**src/hdl/calibration_polynomial_eval_macros.svh**
```systemverilog
// assertion macros for the calibration polynomial evaluator
// used by the top level; expects clk and rst_n in scope
`ifndef CALIBRATION_POLYNOMIAL_EVAL_MACROS_SVH
`define CALIBRATION_POLYNOMIAL_EVAL_MACROS_SVH

// same-cycle implication, disabled during reset
`define CPE_ASSERT_IMPL(lbl, ante, cons, msg) \
    lbl: assert property (@(posedge clk) disable iff (!rst_n) (ante) |-> (cons)) \
        else $error(msg);

// next-cycle implication, disabled during reset
`define CPE_ASSERT_NEXT(lbl, ante, cons, msg) \
    lbl: assert property (@(posedge clk) disable iff (!rst_n) (ante) |=> (cons)) \
        else $error(msg);

`endif

```
**src/hdl/cpe_pkg.sv**
```systemverilog
// shared types and constants for the calibration polynomial evaluator
// no dependencies; used by cpe_horner_step and calibration_polynomial_eval
package cpe_pkg;

    localparam int unsigned MAX_DEGREE_DEF = 8;
    localparam int unsigned NUM_COEF       = 9;
    localparam int unsigned DEG_W          = 4;
    localparam int unsigned COEF_W         = 32;
    localparam int unsigned ACC_W          = 48;
    localparam int unsigned CFG_IDX_W      = 3;
    localparam int unsigned CFG_DATA_W     = 64;

    // configuration register indexes
    localparam logic [CFG_IDX_W-1:0] REG_DEGREE  = 3'd0;
    localparam logic [CFG_IDX_W-1:0] REG_COEF_AB = 3'd1;
    localparam logic [CFG_IDX_W-1:0] REG_COEF_CD = 3'd2;
    localparam logic [CFG_IDX_W-1:0] REG_COEF_EF = 3'd3;
    localparam logic [CFG_IDX_W-1:0] REG_COEF_GH = 3'd4;
    localparam logic [CFG_IDX_W-1:0] REG_COEF_I  = 3'd5;

    typedef logic signed [COEF_W-1:0] coef_t;

    // one sample in flight through the horner chain
    typedef struct packed {
        logic                    valid;
        logic                    zero;
        logic                    ovf;
        logic [DEG_W-1:0]        degree;
        logic [COEF_W-1:0]       x_mag;
        logic                    x_neg;
        logic signed [ACC_W-1:0] acc;
    } item_t;

endpackage

```
**src/hdl/cpe_horner_step.sv**
```systemverilog
// one horner step: acc = sat48(trunc(acc * x / 2^16) + coef), four stages
// depends on cpe_pkg
module cpe_horner_step
    import cpe_pkg::*;
(
    input  logic             clk,
    input  logic             rst_n,
    input  logic             advance,
    input  logic [DEG_W-1:0] coef_idx,
    input  coef_t            coef,
    input  item_t            item_in,
    output item_t            item_out
);

    item_t             s1_reg, s2_reg, s3_reg, s4_reg;
    logic [ACC_W-1:0]  s1_mag_reg;
    logic              s1_neg_reg;
    logic [55:0]       s2_hi_reg, s2_lo_reg;
    logic              s2_neg_reg;
    logic [63:0]       s3_mag_reg;
    logic              s3_neg_reg;

    logic [ACC_W-1:0]  s1_mag_next;
    logic [55:0]       s2_hi_next, s2_lo_next;
    logic [63:0]       s3_mag_next;
    logic [64:0]       sum;
    logic              sat_pos, sat_neg, active;
    item_t             s4_next;

    // stage 1: accumulator magnitude
    assign s1_mag_next = item_in.acc[ACC_W-1] ? (~item_in.acc + 48'd1) : item_in.acc;

    // stage 2: split 48 x 32 magnitude product into two 24 x 32 partials
    assign s2_hi_next = 56'(s1_mag_reg[47:24]) * 56'(s1_reg.x_mag);
    assign s2_lo_next = 56'(s1_mag_reg[23:0]) * 56'(s1_reg.x_mag);

    // stage 3: recombine, dropping 16 fraction bits (truncates the magnitude)
    assign s3_mag_next = {s2_hi_reg, 8'b0} + 64'(s2_lo_reg[55:16]);

    // stage 4: apply sign, add coefficient, saturate to 48 bits; steps above the degree pass acc through
    always_comb
    begin
        sum     = ({1'b0, s3_mag_reg} ^ {65{s3_neg_reg}}) + 65'(s3_neg_reg)
                  + {{33{coef[COEF_W-1]}}, coef};
        sat_pos = !sum[64] && (|sum[63:47]);
        sat_neg = sum[64] && !(&sum[63:47]);
        active  = !s3_reg.zero && (s3_reg.degree > coef_idx);
        s4_next = s3_reg;
        if (active)
        begin
            if (sat_pos)
            begin
                s4_next.acc = {1'b0, {(ACC_W-1){1'b1}}};
                s4_next.ovf = 1'b1;
            end
            else if (sat_neg)
            begin
                s4_next.acc = {1'b1, {(ACC_W-1){1'b0}}};
                s4_next.ovf = 1'b1;
            end
            else
            begin
                s4_next.acc = sum[47:0];
            end
        end
    end

    // stage registers, all moving together on advance
    always_ff @(posedge clk or negedge rst_n)
    begin
        if (!rst_n)
        begin
            s1_reg.valid <= 1'b0;
            s2_reg.valid <= 1'b0;
            s3_reg.valid <= 1'b0;
            s4_reg.valid <= 1'b0;
        end
        else if (advance)
        begin
            s1_reg     <= item_in;
            s1_mag_reg <= s1_mag_next;
            s1_neg_reg <= item_in.acc[ACC_W-1] ^ item_in.x_neg;
            s2_reg     <= s1_reg;
            s2_hi_reg  <= s2_hi_next;
            s2_lo_reg  <= s2_lo_next;
            s2_neg_reg <= s1_neg_reg;
            s3_reg     <= s2_reg;
            s3_mag_reg <= s3_mag_next;
            s3_neg_reg <= s2_neg_reg;
            s4_reg     <= s4_next;
        end
    end

    assign item_out = s4_reg;

endmodule

```
**config.mk**
```make
export PLATFORM = sky130hd
export DESIGN_NAME = cpe_horner_step
export DESIGN_NICKNAME = d
export VERILOG_FILES = /design/src/hdl/calibration_polynomial_eval_macros.svh /design/src/hdl/cpe_pkg.sv /design/src/hdl/cpe_horner_step.sv
export SDC_FILE = /design/constraint.sdc
export NUM_CORES = 2
export LEC_CHECK = 0
export ABC_AREA = 1
export BUFFER_PORTS_ARGS = -buffer_cell sky130_fd_sc_hd__buf_2
export CAP_MARGIN = 25
export CORE_MARGIN = 2
export CORE_UTILIZATION = 57
export CTS_BUF_LIST = sky130_fd_sc_hd__clkbuf_8 sky130_fd_sc_hd__clkbuf_16
export CTS_CLUSTER_DIAMETER = 80
export DETAILED_ROUTE_END_ITERATION = 8
export PLACE_DENSITY = 0.75
export SLEW_MARGIN = 20
export SYNTH_ARGS = -nofsm -noshare
export SYNTH_HDL_FRONTEND = slang
export SYNTH_SLANG_ARGS = --single-unit
```
**constraint.sdc**
```tcl
create_clock -name clk -period 9.7 [get_ports clk]
set_input_delay 1.455 -clock clk [delete_from_list [all_inputs] [get_ports clk]]
set_output_delay 1.455 -clock clk [all_outputs]
set_load 0.01 [all_outputs]
```
==> impl_results.md <==
* Top cells by area, synth: fa_1 (34%), edfxtp_1 (21%), inv_1 (13%)
* RSZ-0062 raised after global routing: no
* Initial DRC Count at between 5000 and 6000
* Layout Nets at between 10000 and 15000
* Yosys top cell area share at 0.336
* Slew Limit Fails at 0
* Post-CTS setup buffer count at 0
* Area leader, netlist: fa_1
* FMAX at 120 MHz
* First-pass GRT wire length at roughly 350 mm
* Max FO, Critical Path at 33
* Hold Vio Cnt, Final at 0
* Critical path buffer and inverter count at 7
* CP Depth at 25
* Largest net degree at the start of global routing at around 160
* Ys async rst share at 0.00712
* Slew Limit Headroom at 0.212
* Area grow syn2layout at 6.83%
* Cts hold-fix bufs at 0
* Clock buffer count from CTS at 67
* Register bit total from synthesis at approximately 560
* Final WL at roughly 230 mm
* Cell area after synthesis at ~80000 um^2
* Fin Clk Skew at around 0.043 ns
* WL/cell at roughly 20 um
* Period utilization at 0.861
* CP endpoint kind: flop
* CP delay by family, top: adder cells
* Fin crit period at 8.35 ns
* Reg2Reg Depth at 25
* Buffers on Ports at 214
* Crit path from: s1_reg[75]$_DFFE_PP_
* Worst-Skew Late Latency at slightly below 0.7 ns
* HP Class: flop to flop
* Residual DRC at 0
* DR vias/cell at approximately 5.3
* Mapped Cells at slightly above 9000
* Die Y at 375 um
* Synth cell types at 57
* DP HPWL at 182 mm
* Req. time, crit path at 10.10 ns
* Global route overflow at 0
* Post-CTS sizing at 0
* Crit Path Category: flop to flop
* Gr usage total at 0.329
* Cell row count at between 100 and 150
* DRT antenna net count at 0
* Setup slack, reg-to-reg at around 1.4 ns
* Syn Nets at between 10000 and 15000
* CTS tree: done
* RD Place Congestion at 0.991
* Post-synth EDFFs at between 500 and 600
* Critical R2R Launch: s1_reg[75]$_DFFE_PP_
* Synth cell count leaders: inv_1 (2731), nand2_1 (2424), fa_1 (1317)
* Most frequent cell after synthesis: inv_1
* Least-Margin Pin Slew at between 1 and 1.5 ns
* Final setup fails at 0
* Layout cell share with drive strength beyond 1 at 0.0585
* Starting Density at 0.573
* Fin Setup TNS at 0 ns
* R2R Path End: s2_hi_reg[54]$_DFFE_PP_
* Clock Pin Slew Worst Setup and Hold Paths at approximately 0.060 ns
* Top FF cell, synth: edfxtp_1
* Yosys warns at 0
* Syn_area_per_cell at roughly 8.4 um^2
* Htree depth at 3
* Status: finished clean
* Max-Cap Viols at 0
* Most Frequent Cell on Critical Path: fa_1
* Core area at 137000 um^2
* Drt first pass iters at 6
* CTS sink cnt at between 500 and 600
* Die W at 375 um
* Max clock buf depth at 3
* Max stage delay cell, worst path: edfxtp_1
* Die Area at about 140000 um^2
* Initial antenna violation count at 7
* Seq/Total Area, Yosys at 0.215
* I/O pins at roughly 220
* Clk root buf: clkbuf_16
* Worst Setup Start Kind: flop
* Max stage delay on crit path at roughly 0.89 ns
* CP endpoint: s2_hi_reg[54]$_DFFE_PP_
* Routed vias at around 60000
* Data arrival time of the critical path at 8.75 ns
* Vias in the first global route at about 63000
## cells by family (layout without fill, tap and decap cells)
| kind of cell | Yosys count | in the layout | synth area share |
|---|---|---|---|
| buf+inv | 3080 | 3218 | 0.148 |
| fa+ha+maj | 1777 | 1777 | 0.409 |
| xor+xnor | 304 | 304 | 0.0339 |
| simple gates | 3063 | 3063 | 0.153 |
| other cells | 0 | 5 | 0 |
| compound gates | 567 | 567 | 0.0415 |
| flops | 562 | 562 | 0.215 |
## cells in the final DEF (no fill, tap or decap), types with 5 or more instances in the layout
cell type,netlist,final
clkbuf_16,0,68
bufinv_16,0,6
ha_1,460,460
nor4_1,20,20
nand2_1,2424,2423
and3_1,12,12
a21oi_1,282,282
nor2_2,16,16
o21a_1,13,13
buf_2,3,214
clkinvlp_4,0,7
inv_2,14,14
fa_1,1317,1317
a21oi_2,33,32
xnor2_1,96,96
nand4_1,14,14
nor2_1,379,379
a31oi_1,65,65
clkinv_2,0,9
a21boi_0,6,6
buf_4,0,120
nor3_1,42,42
o21ai_0,106,106
buf_12,3,8
clkinv_1,4,15
nand3_1,110,110
nand2_2,31,31
o31ai_1,14,14
diode_2,0,5
o211ai_1,9,9
o21bai_1,11,11
inv_1,2731,2740
xor2_1,208,208
edfxtp_1,558,558
## worst min-delay path by stage
stage,slack [ns],end,start,cells after the start
final,0.41,s2_reg[24]$_DFFE_PP_,s1_reg[24]$_DFFE_PP_,0
after global routing,0.42,s3_mag_reg[4]$_DFFE_PP_,s2_lo_reg[20]$_DFFE_PP_,0
after CTS,0.40,item_out[75]$_DFFE_PP_,s3_reg[75]$_DFFE_PP_,0
after detailed placement,0.40,item_out[51]$_DFFE_PP_,s3_reg[51]$_DFFE_PP_,0
after global placement,0.40,s3_reg[81]$_DFFE_PP_,s2_reg[81]$_DFFE_PP_,0
after floorplan,0.40,item_out[48]$_DFFE_PP_,s3_reg[48]$_DFFE_PP_,0
## metrics by stage
step / instances / utilization / instance area, um^2 / hold WS, ns / worst slack, ns
after global placement: 11200 / 0.595 / 81600 / 0.400 / 1.45
after detailed placement: 11200 / 0.595 / 81700 / 0.405 / 1.49
after CTS: 11300 / 0.612 / 83900 / 0.404 / 1.46
after floorplan: 9353 / - / 78600 / 0.400 / -0.750
after global routing: 11300 / 0.612 / 83900 / 0.418 / 1.06
final: 11300 / 0.612 / 83900 / 0.410 / 1.35
## layer usage
metal,vias up,global-route usage,part of all wire
met3,617,0.0638,0.089
met4,6,0.152,0.052
met1,29400,0.427,0.39
li1,27300,-,-
met2,2863,0.537,0.47
met5,-,0,0.00020
## layout make-up
class                   instances  area, um^2
diodes                          5        12.5
clock inverters                55         537
repair buffers                346        2180
multi-input cells            5711       50100
well taps                    1794        2240
clock buffers                  68        1700
flip-flops and latches        562       16900
fillers                     12000       53200
inverters                    2749       10300
Power is not shown: default switching activity piles up to over one toggle a cycle in this logic, so the estimate is an artifact.
